**config.mk**
```make
export PLATFORM = sky130hd
export DESIGN_NAME = psr_front
export DESIGN_NICKNAME = d
export VERILOG_FILES = /design/src/sv/psr_pkg.sv /design/src/sv/psr_front.sv
export SDC_FILE = /design/constraint.sdc
export NUM_CORES = 1
export LEC_CHECK = 0
export CORE_MARGIN = 2
export CORE_UTILIZATION = 35
export CTS_CLUSTER_SIZE = 12
export DETAILED_ROUTE_END_ITERATION = 8
export DONT_BUFFER_PORTS = 1
export GPL_TIMING_DRIVEN = 0
export PLACE_DENSITY_LB_ADDON = 0.08
export REMOVE_ABC_BUFFERS = 1
export SETUP_SLACK_MARGIN = 0.05
export SLEW_MARGIN = 20
export SYNTH_ARGS = -nofsm -noshare
export SYNTH_HDL_FRONTEND = slang
export SYNTH_SLANG_ARGS = --single-unit
```
**constraint.sdc**
```tcl
create_clock -name clk -period 7.9 [get_ports clk]
set_input_delay 0.79 -clock clk [delete_from_list [all_inputs] [get_ports clk]]
set_output_delay 0.79 -clock clk [all_outputs]
set_load 0.03 [all_outputs]
```
**src/sv/psr_pkg.sv**
```systemverilog
// Shared constants, coefficient tables and the coefficient fetch helper of the sinc resampler.
package psr_pkg;

	localparam int HALF_TAPS_DEF       = 8;
	localparam int PHASE_FRAC_BITS_DEF = 30;
	localparam int ROW_INDEX_BITS_DEF  = 4;
	localparam int MAX_RESULTS         = 8;
	localparam int ROM_SIZE            = 129;
	localparam int ROM_AW              = 8;
	localparam int CFG_IDX_W           = 3;
	localparam int CFG_DATA_W          = 32;

	localparam logic [CFG_IDX_W-1:0] REG_PHASE_INC = 3'd0;
	localparam logic [CFG_IDX_W-1:0] REG_DOWN_TAB  = 3'd1;
	localparam logic [CFG_IDX_W-1:0] REG_STEREO    = 3'd2;
	localparam logic [CFG_IDX_W-1:0] REG_VOL_L     = 3'd3;
	localparam logic [CFG_IDX_W-1:0] REG_VOL_R     = 3'd4;

	localparam logic [31:0] PHASE_INC_RST = 32'h4000_0000;
	localparam logic [15:0] VOL_RST       = 16'sd4096;

	typedef struct packed {
		logic [31:0] phase_inc;
		logic        down_tab;
		logic        stereo;
		logic [15:0] vol_l;
		logic [15:0] vol_r;
	} cfg_t;

	// One queued job: one output frame to compute from a history snapshot.
	typedef struct packed {
		logic [31:0] phase;
		logic        last;
	} job_t;

	localparam logic [31:0] ROM_UP [ROM_SIZE] = '{
	 32'h7fffffff,32'h7f15d078,32'h7c5e0da6,32'h77ecd867,32'h71e2e251,32'h6a6c304a,32'h61be7269,32'h58170412,
	 32'h4db8ab05,32'h42e92ea6,32'h37eee214,32'h2d0e3bb1,32'h22879366,32'h18951e95,32'h0f693d0d,32'h072d2621,
	 32'h00000000,32'hf9f66655,32'hf51a5fd7,32'hf16bbd84,32'heee0d9ac,32'hed67a922,32'hece70de6,32'hed405897,
	 32'hee50e505,32'heff3be30,32'hf203370f,32'hf45a6741,32'hf6d67d53,32'hf957db66,32'hfbc2f647,32'hfe00f2b9,
	 32'h00000000,32'h01b37218,32'h0313a0c6,32'h041d930d,32'h04d28057,32'h053731b0,32'h05534dff,32'h05309bfd,
	 32'h04da440d,32'h045c1aee,32'h03c1fcdd,32'h03173ef5,32'h02663ae8,32'h01b7f736,32'h0113ec79,32'h007fe6a9,
	 32'h00000000,32'hff96b229,32'hff44f99f,32'hff0a86be,32'hfee5f803,32'hfed518fd,32'hfed521fd,32'hfee2f4fd,
	 32'hfefb54f8,32'hff1b159b,32'hff3f4203,32'hff6539e0,32'hff8ac502,32'hffae1ddd,32'hffcdf3f9,32'hffe96798,
	 32'h00000000,32'h00119de6,32'h001e6b7e,32'h0026cb7a,32'h002b4830,32'h002c83d6,32'h002b2a82,32'h0027e67a,
	 32'h002356f9,32'h001e098e,32'h001875e4,32'h0012fbbe,32'h000de2d1,32'h00095c10,32'h00058414,32'h00026636,
	 32'h00000000,32'hfffe44a9,32'hfffd206d,32'hfffc7b7f,32'hfffc3c8f,32'hfffc4ac2,32'hfffc8f2b,32'hfffcf5c4,
	 32'hfffd6df3,32'hfffdeab2,32'hfffe6275,32'hfffececf,32'hffff2c07,32'hffff788c,32'hffffb471,32'hffffe0f2,
	 32'h00000000,32'h000013e6,32'h00001f03,32'h00002396,32'h00002399,32'h000020b6,32'h00001c3c,32'h00001722,
	 32'h00001216,32'h00000d81,32'h0000099c,32'h0000067c,32'h00000419,32'h0000025f,32'h00000131,32'h00000070,
	 32'h00000000,32'hffffffc7,32'hffffffb3,32'hffffffb3,32'hffffffbe,32'hffffffcd,32'hffffffdb,32'hffffffe7,
	 32'hfffffff0,32'hfffffff7,32'hfffffffb,32'hfffffffe,32'hffffffff,32'h00000000,32'h00000000,32'h00000000,
	 32'h00000000
	};

	localparam logic [31:0] ROM_DOWN [ROM_SIZE] = '{
	 32'h7fffffff,32'h7f55e46d,32'h7d5b4c60,32'h7a1b4b98,32'h75a7fb14,32'h7019f0bd,32'h698f875a,32'h622bfd59,
	 32'h5a167256,32'h5178cc54,32'h487e8e6c,32'h3f53aae8,32'h36235ad4,32'h2d17047b,32'h245539ab,32'h1c00d540,
	 32'h14383e57,32'h0d14d5ca,32'h06aa910b,32'h0107c38b,32'hfc351654,32'hf835abae,32'hf5076b45,32'hf2a37202,
	 32'hf0fe9faa,32'hf00a3bbd,32'hefb4aa81,32'hefea2b05,32'hf0959716,32'hf1a11e83,32'hf2f6f7a0,32'hf481fff4,
	 32'hf62e48ce,32'hf7e98ca5,32'hf9a38b4c,32'hfb4e4bfa,32'hfcde456f,32'hfe4a6d30,32'hff8c2fdf,32'h009f5555,
	 32'h0181d393,32'h0233940f,32'h02b62f06,32'h030ca07d,32'h033afa62,32'h03461725,32'h03334f83,32'h030835fa,
	 32'h02ca59cc,32'h027f12d1,32'h022b570d,32'h01d39a49,32'h017bb78f,32'h0126e414,32'h00d7aaaf,32'h008feec7,
	 32'h0050f584,32'h001b73e3,32'hffefa063,32'hffcd46ed,32'hffb3ddcd,32'hffa29aaa,32'hff988691,32'hff949066,
	 32'hff959d24,32'hff9a959e,32'hffa27195,32'hffac4011,32'hffb72d2b,32'hffc28569,32'hffcdb706,32'hffd85171,
	 32'hffe20364,32'hffea97e9,32'hfff1f2b2,32'hfff80c06,32'hfffcec92,32'h0000a955,32'h00035fd8,32'h000532cf,
	 32'h00064735,32'h0006c1f9,32'h0006c62d,32'h000673ba,32'h0005e68f,32'h00053630,32'h000475a3,32'h0003b397,
	 32'h0002fac1,32'h00025257,32'h0001be9e,32'h0001417a,32'h0000dafd,32'h000089eb,32'h00004c28,32'h00001f1d,
	 32'h00000000,32'hffffec10,32'hffffe0be,32'hffffdbc5,32'hffffdb39,32'hffffdd8b,32'hffffe182,32'hffffe638,
	 32'hffffeb0a,32'hffffef8f,32'hfffff38b,32'hfffff6e3,32'hfffff993,32'hfffffba6,32'hfffffd30,32'hfffffe4a,
	 32'hffffff09,32'hffffff85,32'hffffffd1,32'hfffffffb,32'h0000000f,32'h00000016,32'h00000015,32'h00000012,
	 32'h0000000d,32'h00000009,32'h00000006,32'h00000003,32'h00000002,32'h00000001,32'h00000000,32'h00000000,
	 32'h00000000
	};

	// Coefficient fetch; anything past the end of the table reads zero.
	function automatic logic [31:0] rom_read(input logic down, input logic [ROM_AW-1:0] idx);
		logic [31:0] v;
		v = '0;
		if (32'(idx) < ROM_SIZE) begin
			v = down ? ROM_DOWN[idx] : ROM_UP[idx];
		end
		return v;
	endfunction

endpackage

```
**src/sv/psr_front.sv**
```systemverilog
// Front end: history line, phase bookkeeping, job issue into the queue.
module psr_front #(
	parameter int HIST_DEPTH      = 16,
	parameter int PHASE_FRAC_BITS = 30
) (
	input  logic                clk,
	input  logic                arst_n,
	input  logic                in_valid,
	output logic                in_ready,
	input  logic [31:0]         in_frame,
	input  logic [31:0]         phase_inc,
	input  logic                hist_free,
	output logic [31:0]         hist_q [HIST_DEPTH],
	output logic                job_valid,
	input  logic                job_ready,
	output psr_pkg::job_t       job
);

	localparam int CNT_W = $clog2(psr_pkg::MAX_RESULTS + 1);

	typedef enum logic [1:0] {
		ST_IDLE,
		ST_ISSUE,
		ST_DRAIN
	} state_t;

	state_t             state_q;
	logic [31:0]        phase_q;
	logic [CNT_W-1:0]   cnt_q;
	logic               in_fire;
	logic               below_one;
	logic [31:0]        phase_adj;
	logic               more;

	assign in_fire   = in_valid && in_ready;
	assign in_ready  = (state_q == ST_IDLE) && hist_free;
	assign phase_adj = (phase_q >> PHASE_FRAC_BITS) != '0
		? phase_q - (32'd1 << PHASE_FRAC_BITS) : phase_q;
	assign below_one = (phase_q >> PHASE_FRAC_BITS) == '0;
	// after issuing this job: is another one due?
	assign more = (((phase_q + phase_inc) >> PHASE_FRAC_BITS) == '0)
		&& (cnt_q < CNT_W'(psr_pkg::MAX_RESULTS - 1));

	assign job_valid  = (state_q == ST_ISSUE);
	assign job.phase  = phase_q;
	assign job.last   = !more;

	always_ff @(posedge clk or negedge arst_n) begin
		if (!arst_n) begin
			state_q <= ST_IDLE;
			phase_q <= '0;
			cnt_q   <= '0;
			for (int i = 0; i < HIST_DEPTH; i++) hist_q[i] <= '0;
		end else begin
			unique case (state_q)
				ST_IDLE: begin
					if (in_fire) begin
						for (int i = 0; i < HIST_DEPTH - 1; i++) hist_q[i] <= hist_q[i+1];
						hist_q[HIST_DEPTH-1] <= in_frame;
						phase_q <= phase_adj;
						cnt_q   <= '0;
						state_q <= ST_DRAIN;
					end
				end
				ST_DRAIN: begin
					// phase settled; decide whether this frame makes output
					state_q <= below_one ? ST_ISSUE : ST_IDLE;
				end
				ST_ISSUE: begin
					if (job_ready) begin
						phase_q <= phase_q + phase_inc;
						cnt_q   <= cnt_q + 1'b1;
						state_q <= more ? ST_ISSUE : ST_IDLE;
					end
				end
				default: state_q <= ST_IDLE;
			endcase
		end
	end

`ifndef NO_ASSERTIONS
	a_cnt_bound: assert property (@(posedge clk) disable iff (!arst_n)
		cnt_q <= CNT_W'(psr_pkg::MAX_RESULTS))
		else $error("job count beyond limit");
	a_issue_below_one: assert property (@(posedge clk) disable iff (!arst_n)
		job_valid |-> below_one)
		else $error("job issued with phase at or above one");
	a_no_accept_busy: assert property (@(posedge clk) disable iff (!arst_n)
		in_fire |=> !in_ready)
		else $error("frame accepted while front busy");
`endif

endmodule

```
=== Word level (Yosys, flattened, before mapping) ===
Index checks and enable logic that the tools add are counted.
W data, S select, Z words.

* Muxes and demuxes: 12
* Order comparisons: 1
* Reduce and logical (&&, ||, !) cells: 13
* Add/sub/neg operators: 3
* Equality and inequality tests: 5

{| class="wikitable"
|+ Operators by type and width
! kind !! number
|-
| $mux W32 || 3
|-
| $logic_not A32 Y1 || 2
|-
| $pmux W32 S2 || 1
|-
| $add A32 B32 Y32 || 1
|-
| $reduce_bool A32 Y1 || 1
|-
| $sub A32 B31 Y32 const B || 1
|-
| $mux W4 || 2
|-
| $pmux W4 S2 || 1
|-
| $pmux W2 S3 || 1
|-
| $add A4 B1 Y4 const B || 1
|-
| $lt A4 B3 Y1 const B || 1
|-
| $mux W2 || 2
|-
| $ne A2 B1 Y1 const B || 2
|-
| $reduce_and A2 Y1 || 2
|-
| $reduce_and A4 Y1 || 1
|-
| $logic_and A1 B1 Y1 || 3
|-
| $reduce_and A3 Y1 || 1
|-
| $eq A2 B1 Y1 const B || 1
|-
| $eq A2 B2 Y1 const B || 1
|-
| $logic_not A2 Y1 || 1
|-
| $mux W1 || 2
|-
| $ne A2 B2 Y1 const B || 1
|-
| $reduce_bool A2 Y1 || 1
|-
| $logic_not A1 Y1 || 1
|}

* Flip-flop bits (word level): 550
* Output and inout port bits: 547
* Word-level logic and storage cells: 53
* Input bits: 69

=== Depth between registers and ports, before layout ===
* Depth after elaboration: 6
* Depth in mapped cells: 10
* Gate-level depth less buffers: 10

=== Worst setup path after synthesis ===
No wires, ideal clock.

* Kind: input to output
* Start point: in phase_inc[0]
* End point: out job[0] (netlist name)
* Data arrival time: 2.915 ns
* Path slack: 4.195 ns
* Stages: 9
* Path through: ha_1 -> fa_1 -> a211oi_1 -> o21ai_2 -> o2111ai_2 -> o31ai_4 -> a41oi_1 -> mux2i_1 -> nand2_1

{| class="wikitable"
|+ RTL lines
! what !! RTL line !! source
|-
| start: declaration || psr_front.sv:11 || <nowiki>input logic [31:0] phase_inc,</nowiki>
|-
| end: declaration || psr_front.sv:16 || <nowiki>output psr_pkg::job_t job</nowiki>
|}

==> results.json <==
{
  "core_mm2": 0.0630,
  "holdWs_ns": -0.117,
  "synth_cells": 2562,
  "portBuffers": 0,
  "synth_xor_area_frac": 0.0106,
  "netlist_area_mm2": 0.0223,
  "hold_class": "input port to async pin",
  "p_per_area_mw_per_mm2": 470,
  "rsz0062_at_grt": "false",
  "die_y_um": 256,
  "tritoncts": "built",
  "layout_common_cells": "nand2_1, dfrtp_1, clkbuf_16",
  "grt_antenna_before_repair": 3,
  "cts_resized": 0,
  "ys_async_sr_fraction": 1.00,
  "worstSetupPathType": "register to primary output",
  "ys_seq_area_frac": 0.618,
  "synth_top_family_by_area": "simple AND/OR/NAND/NOR gates",
  "yosysTopAreaCell": "dfrtp_1",
  "ios": 616,
  "synth_compound_area_frac": 0.0367,
  "fmax_ghz": 0.210,
  "synth-simple-area-share": 0.289,
  "clk_latency_ns": 0.62,
  "avgRoutedWirePerCell_um": 19.6,
  "fin_nets": 2612,
  "grt_pass1_vias": 15500,
  "clkTransAtPathRegs_ns": 0.06,
  "synth_top_area_share": 0.618,
  "cts_sinks": 550,
  "fp.dieW_um": 256,
  "avgSynthCellArea_um2": 8.69,
  "r2r_cells": 13,
  "ys_seq_elements": 550,
  "overflow": 0,
  "period_minus_slack_ns": 4.77,
  "post-cts-setup-buffers": 0,
  "arrival_ns": 3.98,
  "drt_first_iter_violations": 1384,
  "drcViolationCount": 0,
  "drv_cap": 0,
  "htreeDepth": 2,
  "dr.pass1.iters": 5,
  "skew_ns": 0.0146,
  "synth_ff_type": "dfrtp_1",
  "dieArea_mm2": 0.0656,
  "numCtsBuffers": 60,
  "tightest_slew_ns": 2.61,
  "ant_nets": 0,
  "reg2reg_from": "state_q[0]",
  "path_max_fanout": 3,
  "via_count": 16100,
  "muxShareOfSynthArea": 0.00191,
  "peakVddDrop_mv": 0.193,
  "outcome": "finished with violations",
  "ys_types": 52,
  "dp_hpwl_um": 46200,
  "r2r_slack_ns": 3.41,
  "cp-startpoint": "phase_q[0]",
  "drt-total-wl_um": 66700,
  "vias_per_cell": 4.73,
  "slew_headroom": -0.737,
  "n_fill_cell": 6329,
  "final_max_slew_viol_count": 390,
  "rows": 92,
  "layout_commonest_cell": "nand2_1",
  "grt_max_degree": 551,
  "grt_use_total": 0.198,
  "r2r_end": "phase_q[31]",
  "finalSetupViolCount": 0,
  "final.setup.tns_ns": 0,
  "cts_root_buf": "clkbuf_16",
  "crit_required_ns": 7.11,
  "finalCritPeriodShare": 0.604,
  "synthTopCellsByArea": "dfrtp_1, nand2_1, clkbuf_1, ha_1, a21oi_1",
  "yosys_warnings": 0,
  "p_total_uw": 11800,
  "synth_fa_ha_area_frac": 0.0195,
  "cp-start-kind": "register",
  "initial_core_util": 0.353,
  "gp_congestion": 0.861,
  "synth-edff-count": 0,
  "cts.path.max_buffers": 3,
  "crit_end": "job[0]",
  "drive_gt1_frac": 0.0458,
  "postPlaceCellArea_mm2": 0.0232,
  "p_leak_uw": 0.0138,
  "violations": "negative hold slack, max-slew violations",
  "hold_viol": 90,
  "fin_area_mm2": 0.0252,
  "grt_first_pass_wirelength_um": 102000,
  "setup.worst_path.end_class": "primary output",
  "syn_to_final_growth_pct": 13.1
}
==> final cells by class <==
type                            instances  area [µm²]  area share
Sequential cell                       550       13800       0.547
Multi-Input combinational cell       1868        7970       0.317
Clock buffer                           96        1840      0.0730
Tap cell                              846        1060      0.0421
Timing Repair Buffer                   15         390      0.0155
Clock inverter                         11        90.1     0.00358
Inverter                               14        60.1     0.00239
Antenna cell                            1        2.50   0.0000994
==> flip-flops by register name, summed over array words and instances (netlist names) <==
name / count
state_q: 2
phase_q: 32
cnt_q: 4
hist_q: 512
==> critical path: stages (launching register included) <==
cell and delay, ns:
dfrtp_1 0.54, ha_1 0.34, fa_1 0.46, a211oi_1 0.33
o21ai_2 0.16, o2111ai_2 0.33, o31ai_4 0.11, a41oi_1 0.50
mux2i_1 0.32, nand2_1 0.29
==> report_power, final <==
group	switching, µW	leakage (µW)	internal [µW]
Combinational	1200	0.00547	761
Clock	1130	0.000952	1610
Sequential	3360	0.00739	3770
==> per-stage QoR <==
stage               worst slack [ns]  utilization  cells
floorplan                     -20.94            -   2432
global placement              -53.65        0.363   3278
detailed placement              3.03        0.369   3293
CTS                             3.06        0.400   3400
global route                    2.90        0.400   3400
finish                          3.13        0.400   3401
==> cell usage after synthesis (all sizes together) (2+ instances only) <==
library cell / count
a31oi: 4
nor2b: 3
dfrtp: 550
nand3: 12
a211oi: 4
nand4: 14
xor2: 14
o211ai: 3
o21ai: 42
a22oi: 2
mux2i: 2
clkbuf: 126
xnor2: 13
and3b: 2
nand2b: 4
nor3b: 2
o21bai: 3
a221oi: 4
or4: 3
and3: 2
a21oi: 38
o221ai: 2
a211o: 2
mux2: 2
nor2: 14
inv: 14
o31ai: 5
ha: 33
nor3: 9
and2: 4
buf: 4
nand3b: 3
or2: 2
a21o: 12
nand2: 1599
==> kinds of logic (layout without fill, tap and decap cells) <==
group	Yosys count	in the layout
AO/OA/AOI/OAI	129	129
buffers and inverters	144	136
adder cells (fa/ha/maj)	34	34
multiplexers	4	4
other	0	1
AND/OR/NAND/NOR	1674	1674
flip-flops	550	550
XOR/XNOR	27	27
==> per-layer routing <==
metal,up-vias,global-route usage,part of all wire
met5,-,0,0.00034
met3,101,0.0714,0.084
met4,4,0.0611,0.028
met2,445,0.333,0.49
met1,7687,0.236,0.39
li1,7859,-,-
==> worst min-delay path by stage <==
stage | start | endpoint | slack, ns | depth (start not counted)
6_report | arst_n | hist_q[502] | -0.12 | 0
2_1_floorplan | arst_n | cnt_q[0] | 0.49 | 0
3_5_place_dp | arst_n | hist_q[502] | 0.51 | 0
3_3_place_gp | arst_n | hist_q[510] | 0.51 | 0
4_1_cts | arst_n | hist_q[382] | -0.16 | 0
5_1_grt | arst_n | hist_q[502] | -0.16 | 0
No activity file was read; power rests on OpenSTA's default activity.
